==> src/hw/rtl/itrt_pkg.sv <==
// Shared types, constants and helpers for the integer to radix text unit.
// No dependencies; every module of the block imports this package.
package itrt_pkg;

  // Conversion modes carried on in_opcode
  localparam logic [1:0] OP_S32 = 2'd0;
  localparam logic [1:0] OP_U32 = 2'd1;
  localparam logic [1:0] OP_U64 = 2'd2;

  // Accepted range of bases
  localparam logic [5:0] RADIX_MIN = 6'd2;
  localparam logic [5:0] RADIX_MAX = 6'd35;

  // ASCII codes used by the emitter
  localparam logic [6:0] CHAR_ZERO  = 7'h30;
  localparam logic [6:0] CHAR_A     = 7'h61;
  localparam logic [6:0] CHAR_MINUS = 7'h2d;
  localparam logic [6:0] CHAR_NONE  = 7'h00;

  // Quotient bits retired per divider cycle
  localparam int unsigned BITS_PER_STEP = 8;

  // One classified job as it travels from front to back
  typedef struct packed {
    logic        bad;     // base out of range
    logic        neg;     // emit a leading minus
    logic        mode32;  // magnitude fits in the low 32 bits
    logic [5:0]  radix;
    logic [63:0] mag;
  } job_t;

  // Map a digit value to its lower-case ASCII character
  function automatic logic [6:0] digit_char(input logic [5:0] d);
    logic [6:0] ch;
    if (d < 6'd10) begin
      ch = CHAR_ZERO + {1'b0, d};
    end else begin
      ch = CHAR_A + {1'b0, d} - 7'd10;
    end
    return ch;
  endfunction

endpackage

==> src/hw/rtl/integer_to_radix_text_unit.sv <==
// Integer to radix text unit: an accepted job passes through the byte-per-cycle divider,
// which stores one digit at a time in the digit memory; characters then follow at one per
// cycle from the digit memory while the output is not stalled.
// A job with a bad base yields only an empty error beat; a two-entry queue takes new beats meanwhile.
// Synchronous active-low reset clears queue, sequencer and output valid; no clearing pass.
module integer_to_radix_text_unit
  import itrt_pkg::*;
#(
  parameter int unsigned MAX_DIGITS = 64
) (
  input  logic        clk,
  input  logic        rst_n,
  input  logic        in_valid,
  output logic        in_stall,
  input  logic [1:0]  in_opcode,
  input  logic [63:0] in_number,
  input  logic [5:0]  in_radix,
  output logic        out_valid,
  input  logic        out_stall,
  output logic [6:0]  out_character,
  output logic        out_final_res,
  output logic        out_bad_radix
);

  job_t front_job;
  job_t head_job;
  logic q_full;
  logic head_valid;
  logic head_pop;

  assign in_stall = q_full;

  // Classify incoming beats
  itrt_front u_front (
    .opcode (in_opcode),
    .number (in_number),
    .radix  (in_radix),
    .job    (front_job)
  );

  // Decouple front and back
  itrt_queue u_queue (
    .clk        (clk),
    .rst_n      (rst_n),
    .push       (in_valid),
    .push_job   (front_job),
    .full       (q_full),
    .pop        (head_pop),
    .head_valid (head_valid),
    .head_job   (head_job)
  );

  // Divide and emit
  itrt_back #(
    .MAX_DIGITS (MAX_DIGITS)
  ) u_back (
    .clk           (clk),
    .rst_n         (rst_n),
    .job_valid     (head_valid),
    .job           (head_job),
    .job_pop       (head_pop),
    .out_valid     (out_valid),
    .out_stall     (out_stall),
    .out_character (out_character),
    .out_final_res (out_final_res),
    .out_bad_radix (out_bad_radix)
  );

endmodule

==> src/hw/rtl/itrt_front.sv <==
// Front end: checks the base and forms the magnitude and sign of each input beat.
// Depends on itrt_pkg for job_t and the mode and range constants.
module itrt_front
  import itrt_pkg::*;
(
  input  logic [1:0]  opcode,
  input  logic [63:0] number,
  input  logic [5:0]  radix,
  output job_t        job
);

  logic [31:0] low;
  logic [31:0] low_neg;
  logic        is_signed;

  assign low       = number[31:0];
  assign low_neg   = ~low + 32'd1;
  assign is_signed = (opcode == OP_S32);

  // Classify the beat; negation of the most negative value wraps to its magnitude
  always_comb begin
    job.bad    = (radix < RADIX_MIN) || (radix > RADIX_MAX);
    job.radix  = radix;
    job.mode32 = (opcode == OP_S32) || (opcode == OP_U32);
    job.neg    = is_signed && low[31];
    if (is_signed && low[31]) begin
      job.mag = {32'd0, low_neg};
    end else if (job.mode32) begin
      job.mag = {32'd0, low};
    end else begin
      job.mag = number;
    end
  end

endmodule

==> src/hw/rtl/itrt_queue.sv <==
// Two-entry job queue between the front end and the conversion engine.
// Depends on itrt_pkg for job_t.
module itrt_queue
  import itrt_pkg::*;
(
  input  logic clk,
  input  logic rst_n,
  input  logic push,
  input  job_t push_job,
  output logic full,
  input  logic pop,
  output logic head_valid,
  output job_t head_job
);

  job_t       slot_r [2];
  logic       wr_ptr_r, wr_ptr_nxt;
  logic       rd_ptr_r, rd_ptr_nxt;
  logic [1:0] count_r, count_nxt;
  logic       do_push, do_pop;

  assign full       = (count_r == 2'd2);
  assign head_valid = (count_r != 2'd0);
  assign head_job   = slot_r[rd_ptr_r];
  assign do_push    = push && !full;
  assign do_pop     = pop && head_valid;

  // Advance pointers and occupancy
  always_comb begin
    wr_ptr_nxt = do_push ? ~wr_ptr_r : wr_ptr_r;
    rd_ptr_nxt = do_pop  ? ~rd_ptr_r : rd_ptr_r;
    count_nxt  = count_r;
    if (do_push && !do_pop) begin
      count_nxt = count_r + 2'd1;
    end else if (do_pop && !do_push) begin
      count_nxt = count_r - 2'd1;
    end
  end

  always_ff @(posedge clk) begin
    if (!rst_n) begin
      wr_ptr_r <= 1'b0;
      rd_ptr_r <= 1'b0;
      count_r  <= 2'd0;
    end else begin
      wr_ptr_r <= wr_ptr_nxt;
      rd_ptr_r <= rd_ptr_nxt;
      count_r  <= count_nxt;
    end
  end

  // Store the pushed job
  always_ff @(posedge clk) begin
    if (do_push) begin
      slot_r[wr_ptr_r] <= push_job;
    end
  end

endmodule

==> src/hw/rtl/itrt_back.sv <==
// Conversion engine: radix-by-byte divider, digit memory and character emitter.
// Depends on itrt_pkg for job_t, character codes and digit_char.
module itrt_back
  import itrt_pkg::*;
#(
  parameter int unsigned MAX_DIGITS = 64
) (
  input  logic       clk,
  input  logic       rst_n,
  input  logic       job_valid,
  input  job_t       job,
  output logic       job_pop,
  output logic       out_valid,
  input  logic       out_stall,
  output logic [6:0] out_character,
  output logic       out_final_res,
  output logic       out_bad_radix
);

  localparam int unsigned IW = $clog2(MAX_DIGITS);
  localparam int unsigned CW = $clog2(MAX_DIGITS + 1);

  localparam logic [2:0] ST_IDLE = 3'd0;
  localparam logic [2:0] ST_DIV  = 3'd1;
  localparam logic [2:0] ST_PRE  = 3'd2;
  localparam logic [2:0] ST_SIGN = 3'd3;
  localparam logic [2:0] ST_EMIT = 3'd4;

  logic [2:0]    state_r, state_nxt;
  logic [63:0]   work_r, work_nxt;
  logic [5:0]    rem_r, rem_nxt;
  logic [5:0]    radix_r, radix_nxt;
  logic [2:0]    step_r, step_nxt;
  logic [CW-1:0] cnt_r, cnt_nxt;
  logic [IW-1:0] idx_r, idx_nxt;
  logic          neg_r, neg_nxt;
  logic          mode32_r, mode32_nxt;

  logic          out_valid_r, out_valid_nxt;
  logic [6:0]    out_char_r, out_char_nxt;
  logic          out_final_r, out_final_nxt;
  logic          out_bad_r, out_bad_nxt;

  logic [5:0]    mem [MAX_DIGITS];
  logic          wr_en;
  logic [IW-1:0] wr_addr;
  logic          rd_en;
  logic [IW-1:0] rd_addr;
  logic [5:0]    rd_data_r;

  logic          slot_free;
  logic [7:0]    q_byte;
  logic [5:0]    rem_step;
  logic [63:0]   q_full;
  logic [CW-1:0] cnt_inc;
  logic [CW-1:0] cnt_dec;

  assign slot_free = !out_valid_r || !out_stall;
  assign cnt_inc   = cnt_r + CW'(1);
  assign cnt_dec   = cnt_r - CW'(1);

  // Retire one byte of quotient bits against the current remainder
  always_comb begin
    logic [6:0] r;
    r      = '0;
    q_byte = '0;
    rem_step = rem_r;
    for (int b = 0; b < BITS_PER_STEP; b++) begin
      r = {rem_step, work_r[63 - b]};
      if (r >= {1'b0, radix_r}) begin
        r = r - {1'b0, radix_r};
        q_byte[BITS_PER_STEP - 1 - b] = 1'b1;
      end
      rem_step = r[5:0];
    end
  end

  // Full quotient at the end of a digit
  always_comb begin
    q_full = {work_r[55:0], q_byte};
    if (mode32_r) begin
      q_full = {32'd0, q_full[31:0]};
    end
  end

  // Sequence an error beat, or division followed by sign and digits
  always_comb begin
    state_nxt     = state_r;
    work_nxt      = work_r;
    rem_nxt       = rem_r;
    radix_nxt     = radix_r;
    step_nxt      = step_r;
    cnt_nxt       = cnt_r;
    idx_nxt       = idx_r;
    neg_nxt       = neg_r;
    mode32_nxt    = mode32_r;
    out_valid_nxt = out_valid_r && out_stall;
    out_char_nxt  = out_char_r;
    out_final_nxt = out_final_r;
    out_bad_nxt   = out_bad_r;
    job_pop       = 1'b0;
    wr_en         = 1'b0;
    wr_addr       = cnt_r[IW-1:0];
    rd_en         = 1'b0;
    rd_addr       = idx_r;

    case (state_r)
      ST_IDLE: begin
        if (job_valid) begin
          if (job.bad) begin
            if (slot_free) begin
              job_pop       = 1'b1;
              out_valid_nxt = 1'b1;
              out_char_nxt  = CHAR_NONE;
              out_final_nxt = 1'b1;
              out_bad_nxt   = 1'b1;
            end
          end else begin
            job_pop    = 1'b1;
            work_nxt   = job.mode32 ? {job.mag[31:0], 32'd0} : job.mag;
            rem_nxt    = '0;
            radix_nxt  = job.radix;
            step_nxt   = '0;
            cnt_nxt    = '0;
            neg_nxt    = job.neg;
            mode32_nxt = job.mode32;
            state_nxt  = ST_DIV;
          end
        end
      end
      ST_DIV: begin
        if (step_r != (mode32_r ? 3'd3 : 3'd7)) begin
          work_nxt = {work_r[55:0], q_byte};
          rem_nxt  = rem_step;
          step_nxt = step_r + 3'd1;
        end else begin
          wr_en   = 1'b1;
          cnt_nxt = cnt_inc;
          if ((q_full == 64'd0) || (cnt_inc == CW'(MAX_DIGITS))) begin
            state_nxt = ST_PRE;
          end else begin
            work_nxt = mode32_r ? {q_full[31:0], 32'd0} : q_full;
            rem_nxt  = '0;
            step_nxt = '0;
          end
        end
      end
      ST_PRE: begin
        rd_en     = 1'b1;
        rd_addr   = cnt_dec[IW-1:0];
        idx_nxt   = cnt_dec[IW-1:0];
        state_nxt = neg_r ? ST_SIGN : ST_EMIT;
      end
      ST_SIGN: begin
        if (slot_free) begin
          out_valid_nxt = 1'b1;
          out_char_nxt  = CHAR_MINUS;
          out_final_nxt = 1'b0;
          out_bad_nxt   = 1'b0;
          state_nxt     = ST_EMIT;
        end
      end
      ST_EMIT: begin
        if (slot_free) begin
          out_valid_nxt = 1'b1;
          out_char_nxt  = digit_char(rd_data_r);
          out_final_nxt = (idx_r == '0);
          out_bad_nxt   = 1'b0;
          if (idx_r == '0) begin
            state_nxt = ST_IDLE;
          end else begin
            idx_nxt = idx_r - IW'(1);
            rd_en   = 1'b1;
            rd_addr = idx_r - IW'(1);
          end
        end
      end
      default: begin
        state_nxt = ST_IDLE;
      end
    endcase
  end

  // Control state
  always_ff @(posedge clk) begin
    if (!rst_n) begin
      state_r     <= ST_IDLE;
      cnt_r       <= '0;
      out_valid_r <= 1'b0;
    end else begin
      state_r     <= state_nxt;
      cnt_r       <= cnt_nxt;
      out_valid_r <= out_valid_nxt;
    end
  end

  // Datapath and output payload
  always_ff @(posedge clk) begin
    work_r      <= work_nxt;
    rem_r       <= rem_nxt;
    radix_r     <= radix_nxt;
    step_r      <= step_nxt;
    idx_r       <= idx_nxt;
    neg_r       <= neg_nxt;
    mode32_r    <= mode32_nxt;
    out_char_r  <= out_char_nxt;
    out_final_r <= out_final_nxt;
    out_bad_r   <= out_bad_nxt;
  end

  // Digit memory, least significant digit at address zero
  always_ff @(posedge clk) begin
    if (wr_en) begin
      mem[wr_addr] <= rem_step;
    end
  end

  always_ff @(posedge clk) begin
    if (rd_en) begin
      rd_data_r <= mem[rd_addr];
    end
  end

  assign out_valid     = out_valid_r;
  assign out_character = out_char_r;
  assign out_final_res = out_final_r;
  assign out_bad_radix = out_bad_r;

`ifndef ASSERT_OFF
  // A job leaves the queue only when the engine is idle and a job is there
  a_pop_idle: assert property (@(posedge clk) disable iff (!rst_n)
    job_pop |-> (state_r == ST_IDLE) && job_valid)
    else $error("job popped outside idle");

  // The running remainder stays below the base
  a_rem_range: assert property (@(posedge clk) disable iff (!rst_n)
    (state_r == ST_DIV) |-> (rem_r < radix_r))
    else $error("remainder not below base");

  // The digit count never passes the store depth
  a_cnt_range: assert property (@(posedge clk) disable iff (!rst_n)
    cnt_r <= CW'(MAX_DIGITS))
    else $error("digit count overflow");

  // An error beat is always the empty final result
  a_bad_beat: assert property (@(posedge clk) disable iff (!rst_n)
    (out_valid_r && out_bad_r) |-> (out_final_r && (out_char_r == CHAR_NONE)))
    else $error("malformed error beat");

  // A stalled beat is held, not dropped, while the engine divides
  a_hold_while_busy: assert property (@(posedge clk) disable iff (!rst_n)
    (state_r == ST_DIV) && out_valid_r && out_stall |=> out_valid_r)
    else $error("result dropped during division");
`endif

endmodule
==> config.mk <==
export PLATFORM = sky130hd
export DESIGN_NAME = integer_to_radix_text_unit
export DESIGN_NICKNAME = d
export VERILOG_FILES = /design/src/hw/rtl/itrt_pkg.sv /design/src/hw/rtl/integer_to_radix_text_unit.sv /design/src/hw/rtl/itrt_front.sv /design/src/hw/rtl/itrt_queue.sv /design/src/hw/rtl/itrt_back.sv
export SDC_FILE = /design/constraint.sdc
export NUM_CORES = 1
export LEC_CHECK = 0
export BUFFER_PORTS_ARGS = -buffer_cell sky130_fd_sc_hd__buf_2
export CAP_MARGIN = 20
export CORE_MARGIN = 2
export CORE_UTILIZATION = 60
export DETAILED_ROUTE_END_ITERATION = 16
export PLACE_DENSITY = 0.77
export SLEW_MARGIN = 10
export SYNTH_ARGS = -nofsm -noshare
export SYNTH_HDL_FRONTEND = slang
export SYNTH_SLANG_ARGS = --single-unit
==> constraint.sdc <==
create_clock -name clk -period 33.6 [get_ports clk]
set_clock_uncertainty 0.2 [all_clocks]
set_input_delay 1.68 -clock clk [delete_from_list [all_inputs] [get_ports clk]]
set_output_delay 1.68 -clock clk [all_outputs]
set_load 0.01 [all_outputs]
==> results_dict.tcl <==
set metrics [dict create \
    setup_tns_ns 0 \
    wl_per_cell_um 22.4 \
    cts_buffer_depth 3 \
    first_iter_violations 2747 \
    vias 21200 \
    ys_async_sr_fraction_pct 0 \
    grt_overflow_total 0 \
    end_kind "flip-flop" \
    period_needed_ns 22.71 \
    post_cts_buffers 0 \
    antenna_found_initial 2 \
    status "complete, no violations" \
    viasPerCell 6.31 \
    synth_edf_count 626 \
    relSlewSlack_pct 20.0 \
    ys_types 76 \
    reg2reg_slack_ns 10.89 \
    criticalPathCategory "flip-flop to flip-flop" \
    netlist_area_um2 30600 \
    grt_pass1_wl_um 116000 \
    nets 2778 \
    drt-total-wl_um 75200 \
    cts_resized 0 \
    drive_gt1_share_pct 11.1 \
    final_common_cell "edfxtp_1" \
    row_count 82 \
    ys.warnings.count 0 \
    min_period_over_period_pct 67.6 \
    clock.fmax_mhz 44.0 \
    io_buffer_count 86 \
    clk_latency_ns 0.61 \
    ios 87 \
    drt_pre_antenna_iters 6 \
    syn_nets 2749 \
    synth.avg_cell_area_um2 11.7 \
    grt_util_all_layers_pct 28.5 \
    hpwl_um 47800 \
    seq_area_frac_synth_pct 62.9 \
    dieHeight_um 230 \
    hold_viol 0 \
    grt_start_max_net_pins 194 \
    clkTransAtPathRegs_ns 0.06 \
    critical_path.max_stage_delay_ns 0.82 \
    critPathMaxFanout 64 \
    area_delta_synth_final_pct 10.5 \
    cp_data_required_time_ns 33.71 \
    cts_hold_buffers 0 \
    final_cell_mix "edfxtp_1 (626), nand2_1 (528), nor2_1 (165), nand3_1 (115), buf_2 (86)" \
    coreArea_um2 50300 \
    hp-class "flip-flop to flip-flop" \
    path_common_cell "o21ai_0" \
    rsz0062_at_grt "no" \
    arrival_ns 22.82 \
    maxCapViolations 0 \
    cts.sinks 648 \
    grt_pass1_vias 20600 \
    cts_buffers 66 \
    cts.root.buffer_cell "clkbuf_16" \
    ant_nets 0 \
    initial_core_util_pct 60.9 \
    cp-start-kind "flip-flop" \
    synthCells 2606 \
    synth_flop_cell "edfxtp_1" \
    drc 0 \
    die_area_um2 52800 \
    slew_viol_final 0 \
    finalSetupViolations 0 \
    die_x_um 230 \
    crit_slowest_cell "a211oi_1" \
    tightest_slew_ns 1.20 \
    synth_seq_cells 648 \
    cts_tree "built" \
    gp_congestion 0.906 \
    htree_levels 3 \
]
[metal layers]
layer | wire length [um] | share of wire [%] | vias up | track usage [%]
met5 | 0 | 0 | - | 0
met4 | 1850 | 2.5 | 0 | 8.85
met3 | 7530 | 10 | 136 | 6.30
met2 | 34700 | 46 | 1032 | 44.2
met1 | 31100 | 41 | 10300 | 40.6
li1 | - | - | 9690 | -
[layout make-up]
cell class | count | area [um2]
clock inverters | 32 | 379
multi-input cells | 1743 | 10600
well taps | 672 | 841
inverters | 64 | 243
flip-flops and latches | 648 | 19200
repair buffers | 112 | 651
diodes | 1 | 2.50
clock buffers | 85 | 1820
fillers | 3523 | 16500
[Yosys cell counts (37+ instances only)]
cell	number	share of area [%]
a21oi_1	87	1.4
mux2i_1	82	2.7
a311oi_1	72	2.1
nand2_1	528	6.5
o21ai_0	82	1.3
nor2_1	166	2.0
ha_1	59	2.4
a31oi_1	54	1.1
edfxtp_1	626	61
mux2_2	49	1.8
a211oi_1	51	1.3
and2_1	37	0.76
and3_1	53	1.1
clkbuf_1	125	1.5
nand3_1	115	1.9
inv_1	63	0.77
[critical path, delay by kind of cell (launching register included)]
family,cells,cell delay [ns]
AO/OA/AOI/OAI,42,11.98
adder cells (fa/ha/maj),8,2.56
buffers and inverters,6,1.34
flip-flops,1,0.72
multiplexers,1,0.35
AND/OR/NAND/NOR,22,5.16
[stage by stage]
| stage | worst slack [ns] | cell area [um2] | hold WS, ns | util, % | cells |
|---|---|---|---|---|---|
| 3_3_place_gp | 11.69 | 31600 | 0.280 | 62.8 | 3238 |
| 2_1_floorplan | 13.70 | 30600 | 0.272 | - | 2606 |
| 6_report | 10.89 | 33800 | 0.306 | 67.2 | 3357 |
| 3_5_place_dp | 10.92 | 31600 | 0.288 | 62.8 | 3238 |
| 4_1_cts | 10.88 | 33800 | 0.310 | 67.2 | 3355 |
| 5_1_grt | 9.04 | 33800 | 0.340 | 67.2 | 3356 |
[registers in the layout, summed over array words and instances, names as in the netlist, 6 cells and up, named ones only]
name,flops
u_back.mem,384
u_queue.slot_r,146
u_back.work_r,64
u_back.cnt_r,7
u_back.out_character,7
u_back.idx_r,6
u_back.radix_r,6
u_back.rd_data_r,6
u_back.rem_r,6
[path summary, 6_finish.rpt]
check	from	endpoint	depth (start not counted)
setup / recovery	u_back.radix_r[1]$_DFFE_PP_	u_back.mem[6][0]$_DFFE_PP_	79
hold / removal	u_queue.count_r[1]$_SDFFE_PN0P_	u_queue.count_r[1]$_SDFFE_PN0P_	2
setup reg to reg	u_back.radix_r[1]$_DFFE_PP_	u_back.mem[6][0]$_DFFE_PP_	79
hold reg to reg	u_queue.count_r[1]$_SDFFE_PN0P_	u_queue.count_r[1]$_SDFFE_PN0P_	2
[cell families (layout without fill, tap and decap cells)]
family / after synthesis / in the layout / synth area share (%)
AO/OA/AOI/OAI: 458 / 458 / 10.3
XOR/XNOR: 64 / 64 / 1.83
adder cells (fa/ha/maj): 67 / 67 / 2.94
buffers and inverters: 215 / 293 / 2.70
flip-flops: 648 / 648 / 62.9
multiplexers: 132 / 132 / 4.54
other: 0 / 1 / 0
AND/OR/NAND/NOR: 1022 / 1022 / 14.8
Power is left out: the tool's default activity adds up to more than one toggle a clock period on the data nets, which glitch-free logic cannot reach.
